**config.mk**
```make
export PLATFORM = sky130hd
export DESIGN_NAME = tcc_sqrt_cell
export DESIGN_NICKNAME = d
export VERILOG_FILES = /design/src/tcc_pkg.sv /design/src/tcc_sqrt_cell.sv
export SDC_FILE = /design/constraint.sdc
export NUM_CORES = 1
export LEC_CHECK = 0
export BUFFER_PORTS_ARGS = -buffer_cell sky130_fd_sc_hd__buf_4
export CAP_MARGIN = 20
export CORE_ASPECT_RATIO = 1.25
export CORE_MARGIN = 4
export CORE_UTILIZATION = 57
export CTS_CLUSTER_DIAMETER = 40
export CTS_CLUSTER_SIZE = 28
export DETAILED_ROUTE_END_ITERATION = 7
export GPL_ROUTABILITY_DRIVEN = 0
export PLACE_DENSITY = 0.93
export SYNTH_ARGS = -nofsm -noshare
export SYNTH_HDL_FRONTEND = slang
export SYNTH_SLANG_ARGS = --single-unit
```
**constraint.sdc**
```tcl
create_clock -name clock -period 6.7 [get_ports clock]
set_clock_uncertainty 0.05 [all_clocks]
set_input_delay 0.335 -clock clock [delete_from_list [all_inputs] [get_ports clock]]
set_output_delay 0.335 -clock clock [all_outputs]
set_load 0.005 [all_outputs]
```
**src/tcc_pkg.sv**
```systemverilog
// ---------------------------------------------------------------------------
// Triangle circumcircle package
// Widths of the arithmetic datapath and output saturation bounds.
// ---------------------------------------------------------------------------
package tcc_pkg;

   localparam int COORD_W  = 16;              // Q8.8 vertex coordinate
   localparam int REQ_W    = 6 * COORD_W;     // packed request data
   localparam int RSP_W    = 96;              // packed result data
   localparam int AMAG_W   = 34;              // magnitude of the determinant
   localparam int NUM_W    = 57;              // magnitude of a centre numerator
   localparam int CDIV_QW  = 33;              // centre quotient bits
   localparam int CDIV_RW  = AMAG_W + CDIV_QW; // centre divider remainder
   localparam int SQ_XW    = 116;             // radicand width
   localparam int ROOT_W   = 58;              // integer square root width
   localparam int RDIV_QW  = 32;              // radius quotient bits
   localparam int RDIV_RW  = AMAG_W + RDIV_QW; // radius divider remainder

   localparam logic [31:0] CENTER_MAX = 32'h7FFF_FFFF;
   localparam logic [31:0] CENTER_MIN = 32'h8000_0000;
   localparam logic [31:0] RADIUS_MAX = 32'hFFFF_FFFF;

endpackage

```
**src/tcc_sqrt_cell.sv**
```systemverilog
// ---------------------------------------------------------------------------
// Square root cell
// One digit-by-digit step of the integer square root: decides root bit BIT
// and passes the remainder and the partial root to the next cell.
// ---------------------------------------------------------------------------
module tcc_sqrt_cell #(
   parameter int XW  = tcc_pkg::SQ_XW,
   parameter int TW  = tcc_pkg::ROOT_W,
   parameter int BIT = 0
) (
   input  logic          clock,
   input  logic          adv,
   input  logic [XW-1:0] up_rem,
   input  logic [TW-1:0] up_root,
   output logic [XW-1:0] dn_rem,
   output logic [TW-1:0] dn_root
);
   import tcc_pkg::*;

   logic [XW-1:0] rem_ff, rem_in;
   logic [TW-1:0] root_ff, root_in;
   logic [XW:0]   trial;
   logic          take;

   // (root + 2^BIT)^2 - root^2 = root * 2^(BIT+1) + 2^(2*BIT)
   always_comb begin
      trial   = ((XW+1)'(up_root) << (BIT + 1)) | ((XW+1)'(1) << (2 * BIT));
      take    = ({1'b0, up_rem} >= trial);
      rem_in  = take ? (up_rem - trial[XW-1:0]) : up_rem;
      root_in = up_root | (TW'(take) << BIT);
   end

   always_ff @(posedge clock) begin
      if (adv) begin
         rem_ff  <= rem_in;
         root_ff <= root_in;
      end
   end

   assign dn_rem  = rem_ff;
   assign dn_root = root_ff;

endmodule

```
### Word level (Yosys, flattened, before mapping)

Cells that the tools add are included.
W data, S select, Z words.

* bits in registers: 174
* input bits: 176
* output and inout bits: 174
* word-level logic and storage cells: 6

* add/subtract/negate cells: 1
* $lt $le $gt $ge: 1
* mux-type cells: 1
* bitwise logic cells: 1

Operator list (number)
* $ge A116 B59 Y1: 1
* $mux W116: 1
* $sub A116 B59 Y116: 1
* $or A58 B1 Y58: 1

### Longest topological paths before layout

Gate-level depths: netlist (run 1).

* word-level depth: 2
* depth in mapped cells: 14
* mapped depth without buffers: 11

### Least setup slack after synthesis (run 1)

Ideal clock, no wire load.

* path type: input to register
* start: in up_root[17]
* end: reg rem_ff[75], in the netlist dn_rem[75], data pin
* setup time: 0.258 ns
* arrival: 3.050 ns
* required time: 6.392 ns
* path slack: 3.342 ns
* stages: 13
* buffers on the path: 2
* cell sequence: inv_1 > ha_1 > clkbuf_1 > nand2_1 > nor4_1 > and3b_1 > a22oi_1 > a32o_1 > o211ai_1 > a221oi_2 > buf_4 > nand3_1 > xnor2_1

* word-level cells in the longest chain between the ends: 2
* elaborated cells on any way between the ends: 3
* those cells by class: add/sub (1); order compare (1); mux (1)

RTL lines
* start: declaration: RTL line tcc_sqrt_cell.sv:14 `input logic [TW-1:0] up_root,`
* $sub A116 B59 Y116 or $ge A116 B59 Y1 (tied branches): RTL line tcc_sqrt_cell.sv:29, tcc_sqrt_cell.sv:28
* $mux W116 (*): RTL line tcc_sqrt_cell.sv:29 `rem_in = take ? (up_rem - trial[XW-1:0]) : up_rem;`
* via rem_in[75]: RTL line tcc_sqrt_cell.sv:20 `logic [XW-1:0] rem_ff, rem_in;`
* end signal: assignment: RTL line tcc_sqrt_cell.sv:35 `rem_ff <= rem_in;`
* end: declaration: RTL line tcc_sqrt_cell.sv:20

Mark *: on every way through the listed nets, which the timed path passes. The rest lies on a longest branch.
A chain may end at the register's enable or synchronous reset.

### Final worst setup path (run 1)

* start: in up_rem[7]
* end: reg rem_ff[54], in the netlist dn_rem[54], data pin

* word-level cells in the longest chain between the ends: 2
* elaborated cells on any way between the ends: 3
* those cells by class: add/sub (1); order compare (1); mux (1)

RTL lines
* start: declaration: RTL line tcc_sqrt_cell.sv:13 `input logic [XW-1:0] up_rem,`
* $sub A116 B59 Y116 or $ge A116 B59 Y1 (tied branches): RTL line tcc_sqrt_cell.sv:29, tcc_sqrt_cell.sv:28
* $mux W116 (*): RTL line tcc_sqrt_cell.sv:29
* via rem_in[54]: RTL line tcc_sqrt_cell.sv:20

Marks and branches as above.

==> reports/metrics.yaml, run 1 <==
status: "finished with violations"
violations: "design-rule violations"
peakVddDrop_mv: 0.167
port_buffers: 349
grt_pass1_vias: 11600
clk_pin_slew_ns: 0.08
wl_um: 40400
fin_crit_sh: 0.641
cts_sinks: 174
grt_pass1_wl_um: 61700
synthFlopType: "edfxtp_1"
worstSetupEndpointType: "flip-flop"
start_util: 0.578
clk_path_buf_depth: 2
power.leakage_nw: 6.17
setup_viol: 0
report.final.slew_viol_count: 0
dpl.hpwl_um: 30500
fmax_ghz: 0.233
yosys.area.top_type: "edfxtp_1"
syn_inst: 1225
dieArea_um2: 22700
mostFrequentLayoutCells: "buf_4, edfxtp_1, a21oi_1, nand2_1, nor2_1"
grt_usage: 0.346
post-route-util: 0.746
clock_power_share: 0.310
tns_ns: 0
ys_top_cells_by_area: "edfxtp_1, ha_1, xnor2_1"
cap_violations: 0
wl_per_cell_um: 22.0
powerDensity_nw_per_um2: 217
cts_htree_levels: 4
worst_slew_pin_slew_ns: 1.33
fin_nets: 1783
vias: 11900
post_cts_buffers: 0
drc: 1
grt.overflow.total: 0
synth_area_um2: 11600
ant_nets: 0
syn_avg_cell_area_um2: 9.48
synth_edf_count: 174
rsz0062_at_grt: "no"
multiInputGateArea_um2: 5890
cp-start-kind: "primary input"
syn2layout_area_growth_pct: 29.0
cp_max_fo: 53
power_frac_comb: 0.265
layout-drive-gt1-share: 0.262
clockRootBuffer: "clkbuf_16"
mostFrequentLayoutCell: "buf_4"
pwr-share-seq: 0.425
synth_warnings: 0
relSlewSlack: 0.116
worstSetupPathType: "primary input to flip-flop"
async_flop_share: 0
die_y_um: 168
ys_seq_area_frac: 0.450
vias_per_cell: 6.48
rows: 58
ys_seq_elements: 174
syn_nets: 1461
fp.dieW_um: 136
fin_crit_ns: 4.29
cts_buffers: 17
required_ns: 6.86
internal-power_w: 0.00227
p_switching_w: 0.000982
hold_path_class: "primary input to flip-flop"
num-fill-cells: 1353
drt_iter0_markers: 1992
core_um2: 20100
p_sw_frac: 0.302
yosys.area.top_type_share: 0.450
drtPass1Iterations: 8
timing.hold.ws_ns: 0.0216
arrival_ns: 4.45
stdcell_count: 1831
synth_cell_types: 66
io_pins: 350
grt_max_degree: 105
ctsHoldBuffers: 0
placedCellCount: 1798
seq_area_um2: 5230
antenna_found_initial: 1
post_cts_resized: 0
cts_tree: "done"
hold_viol: 0
-- power groups by stage --
stage	sequential (W)	combinational [W]	clock, W
global placement	0.00140	0.000811	0
finish	0.00138	0.000862	0.00101
detailed placement	0.00141	0.000831	0
CTS	0.00138	0.000841	0.00101
global route	0.00139	0.000921	0.00107
floorplan	0.00142	0.000383	0
-- per-layer routing --
layer | vias to the layer above | share of wire | track usage
li1 | 5172 | - | -
met1 | 5380 | 0.33 | 0.392
met2 | 1010 | 0.48 | 0.595
met3 | 297 | 0.11 | 0.0766
met4 | 0 | 0.077 | 0.202
met5 | - | 0 | 0
-- synthesized netlist by cell type (7+ instances only) --
cell type    n
or3_1       18
nor2_1     105
nand4_1     37
inv_1       78
nor4_1      26
nand4b_1     7
o31ai_1      8
a21oi_1    127
o211ai_1    11
and3_1      10
nand3_1     37
a211oi_1    11
nor3_1      38
edfxtp_1   174
o21a_1      11
ha_1        59
buf_2        8
clkbuf_1    39
a21o_1      16
or2_2        9
xnor2_1     73
or4_1       11
a31oi_1      8
nand2_1    106
o21ai_0     56
o21bai_1    16
xor2_1      41
-- sequential cells by signal, indices dropped and copies added (netlist names) --
signal,count
dn_rem,116
dn_root,58
-- critical path, stage by stage --
cell and delay [ns]:
buf_4 0.11, ha_1 0.41, a21oi_1 0.30, o211ai_1 0.17, a211oi_1 0.56, nand4_1 0.30, a32o_1 0.34, o211ai_1 0.43
nand2_2 0.57, buf_4 0.50, mux2_2 0.34
-- final cells by class --
cell class	count	share of cell area
well taps	270	0.0225
inverters	78	0.0195
multi-input cells	922	0.393
diodes	1	0.000167
clock buffers	17	0.0284
repair buffers	354	0.178
flip-flops and latches	174	0.349
clock inverters	15	0.0103
-- path summary, 6_finish.rpt --
check	startpoint	endpoint	slack [ns]	cells past startpoint
setup / recovery	up_rem[7]	dn_rem[54]	2.41	11
hold / removal	up_root[52]	dn_root[52]	0.02	1
-- cell families after synthesis --
kind of cell,Yosys count,synth area share
adders and majority gates,60,0.0653
DFF,174,0.450
buffers and inverters,129,0.0435
and+or+nand+nor,443,0.193
xor gates and xnor gates,114,0.0859
AOI/OAI and AO/OA,303,0.161
muxes,2,0.00183
-- through the flow --
stage	instance area (um^2)	total power, W	worst slack (ns)
after CTS	15000	0.00323	2.59
after floorplan	11600	0.00180	3.34
after detailed placement	14400	0.00224	2.19
final	15000	0.00325	2.41
after global routing	15000	0.00338	2.32
after global placement	14400	0.00221	2.33
No activity file was read; power rests on OpenSTA's default activity.
==> run 2, diff against run 1 <==
- CORE_UTILIZATION: 57 -> 48
- PLACE_DENSITY: 0.93 -> 0.84
- clock period: 6.7 -> 3.65 ns (I/O delays scaled with it)
==> run 2 against run 1 <==
  * The flow still finishes with violations (design-rule violations)
  * Wire length grew 8.0%
  * Combinational power increased by 100%
  * Sequential power grew 85%
  * First-iteration DRC count fell by 19%
  * Via count grew 3.4%
  * Cell area rose by 9.9%
  * Critical path depth is 1 lower
  * Final cell count is 11% higher
  * Worst setup slack got worse by 2.4 ns
  * Sequential share of layout area decreased by 3.1 points
  * Critical endpoint is now dn_rem[103]
  * Largest power group unchanged
==> reports/metrics.yaml, run 2 (same netlist as run 1, synthesis figures left out) <==
cp-start-kind: "primary input"  # unchanged
vias: 12300  # was 11900
worstSetupPathType: "primary input to flip-flop"  # unchanged
place_ws_ns: -0.336  # was 2.19 ns
drt_iter0_markers: 1607  # was 1992
report.final.slew_viol_count: 0  # unchanged
cts_buffers: 17  # unchanged
mostFrequentLayoutCell: "buf_4"  # unchanged
antenna_found_initial: 2  # was 1
required_ns: 3.80  # was 6.86 ns
max_stage_delay_ns: 0.57  # about the same
fin_crit_sh: 0.990
vias_per_cell: 6.04  # was 6.48
cap_violations: 0  # unchanged
grt_usage: 0.313  # was 0.346
path_cells: "dlygate4sd3_1 -> buf_4 -> or4_1 -> or3_1 -> or2_4 -> or4_4 -> or3b_4 -> nor3_1 -> nand3_1 -> xnor2_1"  # was buf_4 -> ha_1 -> a21oi_1 -> o211ai_1 -> a211oi_1 -> nand4_1 -> a32o_1 -> o211ai_1 -> nand2_2 -> buf_4 -> mux2_2
status: "finished with violations"  # unchanged
crit_family: "simple AND/OR/NAND/NOR gates"  # was compound AO/OA/AOI/OAI gates
fp.dieW_um: 147  # was 136 um
powerDensity_nw_per_um2: 370  # was 217 nW/um^2
syn2layout_area_growth_pct: 41.8  # was 29.0%
fin_area_um2: 16500  # was 15000 um^2
clk_pin_slew_ns: 0.07  # was 0.08 ns
cp_max_fo: 4  # was 53
fin_crit_ns: 3.61
core_um2: 23800  # was 20100 um^2
port_buffers: 349  # unchanged
power.leakage_nw: 6.81  # was 6.17 nW
rows: 63  # was 58
io_pins: 350  # unchanged
grt.overflow.total: 0  # unchanged
mostFrequentLayoutCells: "buf_4, edfxtp_1, a21oi_1, nand2_1, nor2_1"  # unchanged
violations: "design-rule violations"  # unchanged
drc: 3  # was 1
die_y_um: 182  # was 168 um
arrival_ns: 3.76  # was 4.45 ns
clockRootBuffer: "clkbuf_16"  # unchanged
setup_slack_ns: 0.0379  # was 2.41 ns
layout-drive-gt1-share: 0.275  # was 0.262
cts_htree_levels: 4  # unchanged
wl_per_cell_um: 21.5  # was 22.0 um
multiInputGateArea_um2: 5970  # was 5890 um^2
cp_num_buf_inv: 2  # unchanged
worst_slew_pin_slew_ns: 0.702  # was 1.33 ns
hold_path_class: "primary input to flip-flop"  # unchanged
dieArea_um2: 26800  # was 22700 um^2
num-fill-cells: 1723  # was 1353
worstSetupEndpointType: "flip-flop"  # unchanged
grt_pass1_vias: 12200  # was 11600
start_util: 0.488  # was 0.578
peakVddDrop_mv: 0.372  # was 0.167 mV
wl_um: 43600  # was 40400 um
fin_nets: 1926  # was 1783
setup_viol: 0  # unchanged
grt_max_degree: 67  # was 105
rsz0062_at_grt: "yes"  # was no
dpl.hpwl_um: 32000  # was 30500 um
hold_viol: 0  # unchanged
seq_area_um2: 5230  # unchanged
placed_cell_area_um2: 14900  # was 14400 um^2
cts_sinks: 174  # unchanged
largest_register_ffs: 116  # unchanged
cts_tree: "done"  # unchanged
drtPass1Iterations: 8  # unchanged
slowest_stage: "dlygate4sd3_1"  # was nand2_2
ant_nets: 0  # unchanged
grt_pass1_wl_um: 65800  # was 61700 um
relSlewSlack: 0.532  # was 0.116
clk_path_buf_depth: 2  # unchanged
fmax_ghz: 0.277
[run 2: changes by cell type in the layout (fill, tap and decap cells not counted), moves of 2 or more]
cell / previous run / this run
a22oi_1: 2 / 0
a211oi_2: 0 / 3
buf_4: 353 / 402
clkinv_1: 1 / 4
clkbuf_1: 0 / 3
buf_12: 0 / 4
a211oi_1: 11 / 8
inv_8: 3 / 0
a22oi_2: 0 / 2
dlygate4sd3_1: 0 / 89
inv_6: 6 / 1
nor4_2: 0 / 4
clkinvlp_4: 1 / 3
nor4_1: 26 / 22
[run 2: path summary, 6_finish.rpt]
kind       start  slack [ns]          end  depth (start not counted)
max   up_rem[86]        0.04  dn_rem[103]                         10
min   up_rem[46]       0.006   dn_rem[46]                          3
[run 2: metrics by stage]
stage                util  cells  total power [W]  setup TNS [ns]  hold WS, ns
floorplan               -   1225          0.00330               0        0.231
global placement    0.626   1905          0.00414           -1.49        0.320
detailed placement  0.626   1905          0.00418           -1.86        0.321
CTS                 0.686   2025          0.00604               0     0.000397
global route        0.692   2030          0.00632          -0.165    0.0000724
finish              0.692   2030          0.00610               0      0.00586
[run 2: layout make-up]
class / instances / area share
Multi-Input combinational cell: 922 / 0.363
Sequential cell: 174 / 0.317
Timing Repair Buffer: 497 / 0.244
Clock buffer: 20 / 0.0265
Tap cell: 325 / 0.0247
Inverter: 78 / 0.0178
Clock inverter: 12 / 0.00729
Antenna cell: 2 / 0.000304
[run 2: worst min-delay path: stages]
cell and delay [ns]:
buf_4 0.09, nor2_1 0.04, a21oi_1 0.10
[run 2: what timing repair did]
| item | CTS | global route |
|---|---|---|
| hold buffers | 88 | 1 |
| endpoints found under the hold margin | 88 | 1 |
| endpoints found under the setup margin | 0 | 58 |
| resized for setup | 0 | 18 |
| buffers inserted | 0 | 2 |
[run 2: metal layers]
layer  GRT usage  wire (um)
met1       0.350      14900
met2       0.549      21500
met3      0.0681       4320
met4       0.178       2890
met5           0          0
[run 2: report_power, final]
group | internal (W) | switching (W) | leakage (nW)
sequential | 0.00247 | 0.0000710 | 1.70
clock | 0.000999 | 0.000819 | 0.261
combinational | 0.000837 | 0.000900 | 4.84
