--- src/tcc_pkg.sv ---
// ---------------------------------------------------------------------------
// Triangle circumcircle package
// Widths of the arithmetic datapath and output saturation bounds.
// ---------------------------------------------------------------------------
package tcc_pkg;

   localparam int COORD_W  = 16;              // Q8.8 vertex coordinate
   localparam int REQ_W    = 6 * COORD_W;     // packed request data
   localparam int RSP_W    = 96;              // packed result data
   localparam int AMAG_W   = 34;              // magnitude of the determinant
   localparam int NUM_W    = 57;              // magnitude of a centre numerator
   localparam int CDIV_QW  = 33;              // centre quotient bits
   localparam int CDIV_RW  = AMAG_W + CDIV_QW; // centre divider remainder
   localparam int SQ_XW    = 116;             // radicand width
   localparam int ROOT_W   = 58;              // integer square root width
   localparam int RDIV_QW  = 32;              // radius quotient bits
   localparam int RDIV_RW  = AMAG_W + RDIV_QW; // radius divider remainder

   localparam logic [31:0] CENTER_MAX = 32'h7FFF_FFFF;
   localparam logic [31:0] CENTER_MIN = 32'h8000_0000;
   localparam logic [31:0] RADIUS_MAX = 32'hFFFF_FFFF;

endpackage

--- src/tcc_div_cell.sv ---
// ---------------------------------------------------------------------------
// Divider cell
// One restoring division step: produces quotient bit BIT and passes the
// partial remainder, divisor and quotient on to the next cell.
// ---------------------------------------------------------------------------
module tcc_div_cell #(
   parameter int RW  = tcc_pkg::CDIV_RW,
   parameter int DW  = tcc_pkg::AMAG_W,
   parameter int QW  = tcc_pkg::CDIV_QW,
   parameter int BIT = 0
) (
   input  logic          clock,
   input  logic          adv,
   input  logic [RW-1:0] up_rem,
   input  logic [DW-1:0] up_den,
   input  logic [QW-1:0] up_quo,
   output logic [RW-1:0] dn_rem,
   output logic [DW-1:0] dn_den,
   output logic [QW-1:0] dn_quo
);
   import tcc_pkg::*;

   logic [RW-1:0] rem_ff, rem_in;
   logic [DW-1:0] den_ff;
   logic [QW-1:0] quo_ff, quo_in;
   logic [RW-1:0] shifted;
   logic          take;

   always_comb begin
      shifted = RW'(up_den) << BIT;
      take    = (up_rem >= shifted);
      rem_in  = take ? (up_rem - shifted) : up_rem;
      quo_in  = up_quo | (QW'(take) << BIT);
   end

   always_ff @(posedge clock) begin
      if (adv) begin
         rem_ff <= rem_in;
         den_ff <= up_den;
         quo_ff <= quo_in;
      end
   end

   assign dn_rem = rem_ff;
   assign dn_den = den_ff;
   assign dn_quo = quo_ff;

endmodule

--- config.mk ---
export PLATFORM = sky130hd
export DESIGN_NAME = tcc_div_cell
export DESIGN_NICKNAME = d
export VERILOG_FILES = /design/src/tcc_pkg.sv /design/src/tcc_div_cell.sv
export SDC_FILE = /design/constraint.sdc
export NUM_CORES = 1
export LEC_CHECK = 0
export BUFFER_PORTS_ARGS = -buffer_cell sky130_fd_sc_hd__buf_2
export CAP_MARGIN = 20
export CORE_MARGIN = 4
export CORE_UTILIZATION = 54
export DETAILED_ROUTE_END_ITERATION = 8
export GPL_TIMING_DRIVEN = 0
export MAX_ROUTING_LAYER = met4
export PLACE_DENSITY_LB_ADDON = 0.15
export SYNTH_ARGS = -nofsm -noshare
export SYNTH_HDL_FRONTEND = slang
export SYNTH_SLANG_ARGS = --single-unit
--- constraint.sdc ---
create_clock -name clock -period 9.5 [get_ports clock]
set_clock_uncertainty 0.2 [all_clocks]
set_input_delay 0 -clock clock [delete_from_list [all_inputs] [get_ports clock]]
set_output_delay 0 -clock clock [all_outputs]
set_load 0.02 [all_outputs]
---- Yosys cells after proc, flatten, opt, wreduce, memory -nomap -nowiden ----
Index checks and enable logic that the tools add are counted.
word-level totals
  flip-flop bits (word level) ............. 134
  input port bits ......................... 136
cells by class
  $add $sub $neg .......................... 1
  muxes and demuxes ....................... 1
  magnitude comparators ................... 1
  bitwise logic cells ..................... 1
operators by type and width
  operator        count
  $ge 67x34->1    1
  $mux 67         1
  $sub 67x34->67  1
  $or 33x1->33    1

---- Depth between registers and ports, before layout ----
Gate-level depths: netlist of the first run.
  depth in word-level cells ............... 2
  gate-level depth with buffers ........... 13

---- Least setup slack after synthesis of the first run ----
OpenSTA, ideal clock, no wires.
  path type ............................... input to register
  start ................................... input up_rem[0]
  end ..................................... register rem_ff[36] (netlist: dn_rem[36]), data pin
  slack ................................... 6.487 ns
  buffers on the path ..................... 1
  arrival ................................. 2.546 ns
  stages .................................. 13
  path through ............................ inv_1 > ha_1 > inv_1 > fa_1 > a21o_1 > a221o_1 > a211oi_1 > o211ai_1 > a31oi_1 > nand4_4 > buf_2 > o31ai_1 > o21ai_0
on the way
  cells in the longest elaborated chain, start to end .. 2
  elaborated cells between the ends (all ways) .. 3
  classes of those cells .................. add/sub (1); order compare (1); mux (1)
RTL lines
  item                                                   line                                    text
  from (decl)                                            tcc_div_cell.sv:14                      input logic [RW-1:0] up_rem,
  $sub 67x34->67 / $ge 67x34->1 (equally long branches)  tcc_div_cell.sv:32, tcc_div_cell.sv:31
  $mux 67 *                                              tcc_div_cell.sv:32                      rem_in = take ? (up_rem - shifted) : up_rem;
  named net rem_in[36]                                   tcc_div_cell.sv:23                      logic [RW-1:0] rem_ff, rem_in;
  to (signal assigned)                                   tcc_div_cell.sv:38                      rem_ff <= rem_in;
  to (decl)                                              tcc_div_cell.sv:23
The timed path passes the listed nets; every way through them passes the cells marked *.
A chain may end at the register's enable or synchronous reset.

---- Worst setup path in the final report of the first run ----
Same ends and word-level chain as after synthesis.

==> impl_metrics.toml, run 1 <==
[global_routing]
grt_first_pass_wirelength_mm = 40.4
grt_overflow = 0
antenna_found_initial = 0
grt_usage_pct = 33.9
grt_pass1_vias = 7475
grt_max_degree = 75

[pwr]
ir_drop_v = 0.000104
p_leak_uw = 0.00473
power.density_nw_per_um2 = 165

[sta]
fin_crit_ns = 4.55
setup_viol = 0
clock.fmax_mhz = 220
rsz0062_at_grt = "false"
maxSlewViolCount = 0
slew_headroom_pct = 54.2
fin_crit_sh_pct = 47.9
worst_slew_pin_slew_ns = 0.681
finalHoldViolCount = 0
tns_ns = 0

[synthesis]
synthFlopType = "edfxtp_1"
yosysWarnings = 0
synth_edf_count = 134
synthArstFlopShare_pct = 0
syn-mean-instance-area_um2 = 11.2
synth_cell_type_count = 58
synth_nets = 822
syn_area_um2 = 7300
postSynthCellCount = 651
ys_ff_latch = 134
yosysSeqAreaShare_pct = 55.1

[routing]
postRouteAntennaNets = 0
via_per_inst = 5.64
route.met2.wl_mm = 13.4
drtPass1Iterations = 6
dr_wl_met3_mm = 2.08
drc_errors = 0
drt-met1-wl_mm = 9.49
drtIter0Drc = 794
drt-total-wl_mm = 25.8
wl_per_cell_um = 20.0
vias = 7252
dr.max_layer_used = "met4"

[worst_setup_path]
cp_top_family = "compound AO/OA/AOI/OAI gates"
critPathSlowestCell = "dlygate4sd3_1"
crit_type = "in -> reg"
crit_chain = "dlygate4sd3_1 -> buf_2 -> inv_1 -> ha_1 -> inv_1 -> fa_1 -> a21o_1 -> a221o_1 -> a211oi_1 -> o211ai_1 -> a31oi_1 -> nand4_4 -> buf_2 -> o31ai_1 -> dlygate4sd3_1 -> o21ai_0"
start_kind = "primary input"
critPathMaxFanout = 10
timing.critical_path.buf_inv = 6
critPathRequiredTime_ns = 9.44
cp.arrival_ns = 4.50
cpPeakStageDelay_ns = 0.59
critical_path_depth = 16
cp-end-kind = "register"

[floorplan]
chipWidth_um = 124
dieArea_um2 = 15400
rows = 42
num_io_pins = 270
die_h_um = 124
core_area_um2 = 13200
start_util_pct = 55.1

[final_layout]
diodes = 0
fin_util_pct = 83.3
fillers = 763
drive_gt1_share_pct = 30.3
final_nets = 1268
fin_cells = 1286
areaGrowthSynthToFinish_pct = 51.1

[placed_design]
portBuffers = 269
dp_hpwl_mm = 15.8
gp_congestion = 0.963
dpl.cell_count = 1097

[worst_hold_path]
hold_class = "in -> reg"
holdPathStages = 2

[clocking]
clockBufferDepth = 2
cts_sinks = 134
htreeDepth = 4
clk_pin_slew_ns = 0.06
root_buffer = "clkbuf_16"
cts_tree = "yes"
cts_buffers = 17

[run_status]
status = "finished, final reports clean"

[flow_run]
drv_cap = 0
registers in the layout (all words and copies together), names as in the netlist:
name and flops:
dn_den 34, dn_quo 33, dn_rem 67
cell type report:
class	instances	area [um2]	share of cell area (%)
plain buffers	26	115	1.04
clock buffers	17	425	3.86
clock inverters	15	133	1.20
inverters	44	165	1.50
multi-input cells	447	2990	27.1
flip-flops and latches	134	4020	36.5
well taps	176	220	2.00
repair buffers	427	2950	26.8
cells in the mapped netlist, drive strengths merged, types with 3 or more instances:
library cell / instances / share of area, %
or3: 6 / 0.51
o22ai: 3 / 0.26
mux2: 6 / 0.93
and2: 7 / 0.60
nor3: 20 / 1.5
nand2: 37 / 1.9
o21bai: 6 / 0.62
and3: 6 / 0.51
or4: 7 / 0.77
a221oi: 3 / 0.36
a31oi: 6 / 0.51
xnor2: 32 / 3.8
o211ai: 4 / 0.41
a211oi: 3 / 0.31
o21ai: 20 / 1.4
nor2: 60 / 3.1
o31ai: 3 / 0.31
a21o: 13 / 1.3
a21oi: 63 / 4.3
nor4: 10 / 1.0
nand4: 16 / 1.6
nor2b: 3 / 0.26
nand3: 17 / 1.2
inv: 44 / 2.3
edfxtp: 134 / 55
buf: 8 / 0.63
clkbuf: 18 / 0.94
ha: 34 / 5.8
xor2: 31 / 3.7
o21a: 3 / 0.31
or2: 4 / 0.34
through the flow:
step | hold slack, ns | worst slack [ns] | total power [uW] | instance area [um2]
3_3_place_gp | -0.0227 | 5.80 | 1120 | 8860
6_report | 0.0847 | 4.95 | 1810 | 11000
4_1_cts | 0.0677 | 5.17 | 1790 | 11000
5_1_grt | 0.0955 | 4.89 | 1880 | 11000
3_5_place_dp | -0.0215 | 5.82 | 1130 | 8900
2_1_floorplan | -0.101 | 6.49 | 980 | 7300
worst paths after layout:
path,startpoint,slack [ns],end
worst max-delay path,up_rem[0],4.95,dn_rem[36]
worst min-delay path,up_quo[7],0.08,dn_quo[7]
routing by layer:
layer	vias up	global-route usage, %
met3	77	7.90
met5	-	-
li1	3289	-
met1	3402	38.2
met4	0	11.0
met2	484	59.8
report_power, final:
group | internal, uW | switching, uW
Combinational | 181 | 263
Clock | 360 | 266
Sequential | 725 | 18.5
Total | 1270 | 548
cells by family (layout without fill, tap and decap cells):
kind of cell / after synthesis / count (layout) / share of synthesized area (%)
adders and majority gates: 35 / 35 / 6.10
and+or+nand+nor: 204 / 204 / 14.7
DFF: 134 / 134 / 55.1
xor gates and xnor gates: 63 / 63 / 7.56
AOI/OAI and AO/OA: 139 / 139 / 11.7
buffers and inverters: 70 / 529 / 3.84
muxes: 6 / 6 / 0.926
cell usage in the layout, fill, tap and decap left out, drive strengths merged, types with 20 or more instances in the layout:
cell type    instances
a21oi               63
buf                278
clkbuf              35
dlygate4sd3        157
edfxtp             134
ha                  34
inv                 46
nand2               37
nor2                60
nor3                20
o21ai               20
xnor2               32
xor2                31
what timing repair did:
| item | in CTS | in global routing |
|---|---|---|
| hold buffers | 157 | 0 |
| resized for setup | 0 | 0 |
| hold endpoints to repair | 194 | 0 |
| buffers inserted | 0 | 0 |
(Power assumes the default switching activity.)
==> run 2, diff against run 1 <==
--- a/config.mk
+++ b/config.mk
@@ -8,7 +8,7 @@
 export BUFFER_PORTS_ARGS = -buffer_cell sky130_fd_sc_hd__buf_2
 export CAP_MARGIN = 20
 export CORE_MARGIN = 4
-export CORE_UTILIZATION = 54
+export CORE_UTILIZATION = 45
 export DETAILED_ROUTE_END_ITERATION = 8
 export GPL_TIMING_DRIVEN = 0
 export MAX_ROUTING_LAYER = met4
==> constraint.sdc (replaced) <==
create_clock -name clock -period 3.7 [get_ports clock]
set_clock_uncertainty 0.2 [all_clocks]
set_input_delay 0 -clock clock [delete_from_list [all_inputs] [get_ports clock]]
set_output_delay 0 -clock clock [all_outputs]
set_load 0.02 [all_outputs]
==> run 2 against run 1 <==
  * The run now ends with hold timing left
  * Sequential share of layout area rose by 0.53 points
  * Cell area fell by 1.4%
  * Core utilization fell by 15 points
  * Routed wire length fell by 13%
  * Combinational power rose by 150%
  * Non-clock buffer count fell by 24
  * Worst setup slack got worse by 4.8 ns
  * Critical endpoint is now dn_rem[41]
  * Largest cell class unchanged
==> impl_metrics.toml, run 2 (synthesis gave the netlist of run 1 again) <==
[run_status]
status = "finished with violations"
failed_checks = "hold timing"

[sta]
worst_slew_pin_slew_ns = 0.581
rsz0062_at_grt = "false"
clock.fmax_mhz = 284
setup_viol = 0
finalHoldViolCount = 2
fin_crit_ns = 3.52
slew_headroom_pct = 61.0
maxSlewViolCount = 0
hold_ws_ns = -0.415
fin_crit_sh_pct = 95.1
tns_ns = 0

[global_routing]
grt_usage_pct = 24.7
antenna_found_initial = 1
grt_max_degree = 80
grt_overflow = 0
grt_first_pass_wirelength_mm = 34.4
grt_pass1_vias = 6755

[worst_hold_path]
holdPathStages = 1
hp-start = "up_den[0]"
hold_class = "in -> reg"
hold_end = "dn_den[0]"

[pwr]
ir_drop_v = 0.000296
p_leak_uw = 0.00463
power_uw = 4520
power.density_nw_per_um2 = 416

[floorplan]
die_h_um = 135
start_util_pct = 45.9
chipWidth_um = 135
rows = 46
num_io_pins = 270
dieArea_um2 = 18300
core_area_um2 = 15900

[clocking]
cts_tree = "yes"
cts_buffers = 17
cts_setup_buffers = 0
cts_sinks = 134
htreeDepth = 4
clockBufferDepth = 2
root_buffer = "clkbuf_16"
clk_pin_slew_ns = 0.06

[final_layout]
largest_reg_flops = 67
fin_cells = 1304
drive_gt1_share_pct = 31.7
final_area_um2 = 10900
areaGrowthSynthToFinish_pct = 48.9
final_cell_mix = "buf_2 (275), edfxtp_1 (134), dlygate4sd3_1 (134)"
final_nets = 1244
mostFrequentLayoutCell = "buf_2"

[routing]
drtIter0Drc = 366
wl_per_cell_um = 17.2
drt-met1-wl_mm = 9.31
route.met2.wl_mm = 11.3
drtPass1Iterations = 5
drc_errors = 0
vias = 6619
postRouteAntennaNets = 0
dr_wl_met3_mm = 1.30
via_per_inst = 5.08
dr.max_layer_used = "met4"
drt-total-wl_mm = 22.4

[flow_run]
drv_cap = 0

[worst_setup_path]
critPathMaxFanout = 7
cp.arrival_ns = 3.47
crit_type = "in -> reg"
start_kind = "primary input"
critPathRequiredTime_ns = 3.65
cp-end-kind = "register"

[placed_design]
dpl.cell_count = 1137
portBuffers = 269
placed_area_um2 = 8950
gp_congestion = 0.899
dp_hpwl_mm = 15.3
-- run 2: cell types whose count changed in the layout (fill, tap and decap cells not counted), sizes merged --
cell / change
dlygate4sd3: -23
bufinv: -1
diode: +2
clkinv: -1
inv: +1
-- run 2: stage by stage --
step	utilization, %	hold WS (ns)	worst slack (ns)
2_1_floorplan	-	-0.101	0.687
3_3_place_gp	56.1	-0.0236	-0.0893
3_5_place_dp	56.3	-0.0216	-0.120
4_1_cts	68.0	-0.437	0.0118
5_1_grt	68.4	-0.434	0.00690
6_report	68.4	-0.415	0.183
-- run 2: how the worst max path moves through the flow --
stage / end / slack, ns / from
after floorplan: dn_rem[36] / 0.69 / up_rem[0]
after detailed placement: dn_rem[36] / -0.12 / up_rem[0]
after CTS: dn_rem[55] / 0.01 / up_rem[4]
after global routing: dn_rem[36] / 0.007 / up_den[25]
final: dn_rem[41] / 0.18 / up_rem[10]
after global placement: dn_rem[36] / -0.09 / up_rem[0]
-- run 2: what timing repair did --
action | 4_1_cts | 5_1_grt
hold buffers | 132 | 2
endpoints found under the hold margin | 189 | 4
resized for setup | 0 | 9
setup endpoints to repair | 0 | 13
-- run 2: cell type report --
class	count	area (um2)
well taps	216	270
clock buffers	18	429
clock inverters	14	104
plain buffers	25	111
repair buffers	404	2720
inverters	44	165
diodes	2	5.00
multi-input cells	447	3040
fillers	1264	5020
flip-flops and latches	134	4020
-- run 2: power by group --
group	internal, uW	switching [uW]	leakage [uW]
Combinational	449	642	0.00307
Sequential	1860	36.2	0.00131
Clock	859	671	0.000250
Total	3170	1350	0.00463
-- run 2: routing by layer --
metal	global-route usage [%]	vias up
met2	42.1	243
met4	8.06	0
met5	-	-
met3	5.24	33
met1	29.4	3094
li1	-	3249
-- run 2: critical path: stages --
cell and delay [ns]:
dlygate4sd3_1 0.54, buf_2 0.13, ha_1 0.27, clkbuf_2 0.17, nand3_1 0.15, or3b_2 0.50
a31oi_1 0.17, and3b_1 0.25, o21ba_2 0.28, o31a_1 0.33, nor2b_1 0.38, nor4b_1 0.14
xor2_1 0.16
==> run 3, diff against run 2 <==
--- a/config.mk
+++ b/config.mk
@@ -12,7 +12,7 @@
 export DETAILED_ROUTE_END_ITERATION = 8
 export GPL_TIMING_DRIVEN = 0
 export MAX_ROUTING_LAYER = met4
-export PLACE_DENSITY_LB_ADDON = 0.15
+export PLACE_DENSITY = 0.77
 export SYNTH_ARGS = -nofsm -noshare
 export SYNTH_HDL_FRONTEND = slang
 export SYNTH_SLANG_ARGS = --single-unit
==> run 3 against run 2 <==
  * Worst setup slack lost 0.071 ns
  * Highest routed layer unchanged
  * Total power grew 5.3%
  * Sequential cell count is the same
  * Critical path type unchanged
  * Largest power group unchanged
  * The flow still finishes with violations (hold timing)
==> impl_metrics.toml, run 3 (synthesis gave the netlist of run 1 again) <==
[run_status]
status = "finished with violations"
failed_checks = "hold timing"

[global_routing]
grtUsageMet1_pct = 29.9
grtUsageMet2_pct = 45.0
grt_overflow = 0
top_usage_layer = "met2"
grt_first_pass_wirelength_mm = 36.1
grt_usage_pct = 26.0
grt_max_degree = 88
antenna_found_initial = 1
grt_use_met3_pct = 5.46
grt_pass1_vias = 7032

[routing]
drt-total-wl_mm = 23.5
drtPass1Iterations = 6
vias = 6896
via_per_inst = 5.30
postRouteAntennaNets = 0
wl_per_cell_um = 18.1
drc_errors = 0
drtIter0Drc = 347

[final_layout]
drive_gt1_share_pct = 31.6
final-seq-area_um2 = 4020
mostFrequentLayoutCell = "buf_2"
final_cell_mix = "buf_2 (275), edfxtp_1 (134), dlygate4sd3_1 (134)"
fillers = 1170
fin_cells = 1300
largest_reg_flops = 67
final_nets = 1241
multi_input_area_um2 = 3030
areaGrowthSynthToFinish_pct = 49.6

[clocking]
clk_pin_slew_ns = 0.06
htreeDepth = 4
cts_tree = "yes"
cts_sinks = 134
cts_setup_buffers = 0
cts_buffers = 17
clockBufferDepth = 2
root_buffer = "clkbuf_16"

[pwr]
swShare_pct = 29.0
internal-power_uw = 3380
pwr-share-comb_pct = 23.1
power_frac_seq_pct = 40.0
p_leak_uw = 0.00466
ir_drop_v = 0.000303
power.density_nw_per_um2 = 436
switching_power_uw = 1380
power_frac_clock_pct = 36.9

[worst_setup_path]
timing.critical_path.buf_inv = 3
critPathSlowestCell = "dlygate4sd3_1"
cpPeakStageDelay_ns = 0.55
crit_type = "in -> reg"
critPathRequiredTime_ns = 3.65
crit_chain = "dlygate4sd3_1 -> buf_2 -> ha_1 -> clkbuf_2 -> nand3_1 -> or3b_2 -> a31oi_1 -> and3b_1 -> o21ba_2 -> o31a_1 -> nor2b_1 -> nor4b_1 -> xor2_1"
cp.arrival_ns = 3.54
crit_start = "up_rem[10]"
start_kind = "primary input"
cp-end-kind = "register"
critPathMaxFanout = 7
cp_top_family = "simple AND/OR/NAND/NOR gates"

[sta]
tns_ns = 0
maxSlewViolCount = 0
slew_headroom_pct = 57.7
worst_slew_pin_slew_ns = 0.629
fin_crit_ns = 3.59
setup_viol = 0
clock.fmax_mhz = 279
hold_ws_ns = -0.408
finalHoldViolCount = 2
fin_crit_sh_pct = 97.0
rsz0062_at_grt = "false"

[floorplan]
num_io_pins = 270
rows = 46
chipWidth_um = 135
die_h_um = 135
core_area_um2 = 15900
start_util_pct = 45.9
dieArea_um2 = 18300

[placed_design]
portBuffers = 269
gp_congestion = 0.915
dpl.cell_count = 1137
dp_hpwl_mm = 15.8

[flow_run]
drv_cap = 0

[worst_hold_path]
hold_class = "in -> reg"
hp-start = "up_den[0]"
-- run 3: cell types whose count changed in the layout (fill, tap and decap cells not counted), sizes merged --
cell,delta
clkbuf,-2
clkinv,-4
clkinvlp,-1
diode,-1
inv,+1
bufinv,+3
-- run 3: through the flow --
step / area [um2] / hold WS [ns] / utilization [%] / setup slack [ns] / power [uW]
after global routing: 10900 / -0.420 / 68.7 / 0.0180 / 4960
after CTS: 10900 / -0.430 / 68.5 / 0.00438 / 4740
after global placement: 8910 / -0.0237 / 56.1 / -0.123 / 2880
final: 10900 / -0.408 / 68.7 / 0.112 / 4760
after floorplan: 7300 / -0.101 / - / 0.687 / 2520
after detailed placement: 8950 / -0.0212 / 56.3 / -0.113 / 2890
-- run 3: power by group through the flow --
stage / sequential (uW) / combinational [uW] / clock [uW]
2_1_floorplan: 2140 / 379 / 0
3_3_place_gp: 1930 / 948 / 0
3_5_place_dp: 1930 / 961 / 0
4_1_cts: 1900 / 1080 / 1770
5_1_grt: 1910 / 1190 / 1860
6_report: 1900 / 1100 / 1760
-- run 3: worst paths after layout --
path | end | cells after the start
setup / recovery | dn_rem[41] | 13
hold / removal | dn_den[0] | 1
-- run 3: final cells by class --
cell class              count  share of cell area, %
plain buffers              22                  0.917
inverters                  44                   1.51
flip-flops and latches    134                   36.9
clock buffers              19                   3.97
clock inverters            13                   1.55
well taps                 216                   2.48
diodes                      1                 0.0229
multi-input cells         447                   27.8
repair buffers            404                   24.9
-- run 3: routing by layer --
metal	up-vias	wire length, um
li1	3254	-
met1	3215	9000
met5	-	0
met3	64	1630
met4	0	705
met2	363	12200
-- run 3: timing repair --
item,4_1_cts,5_1_grt
hold buffers,133,1
setup endpoints to repair,0,34
endpoints found under the hold margin,181,3
gates resized for setup,0,8
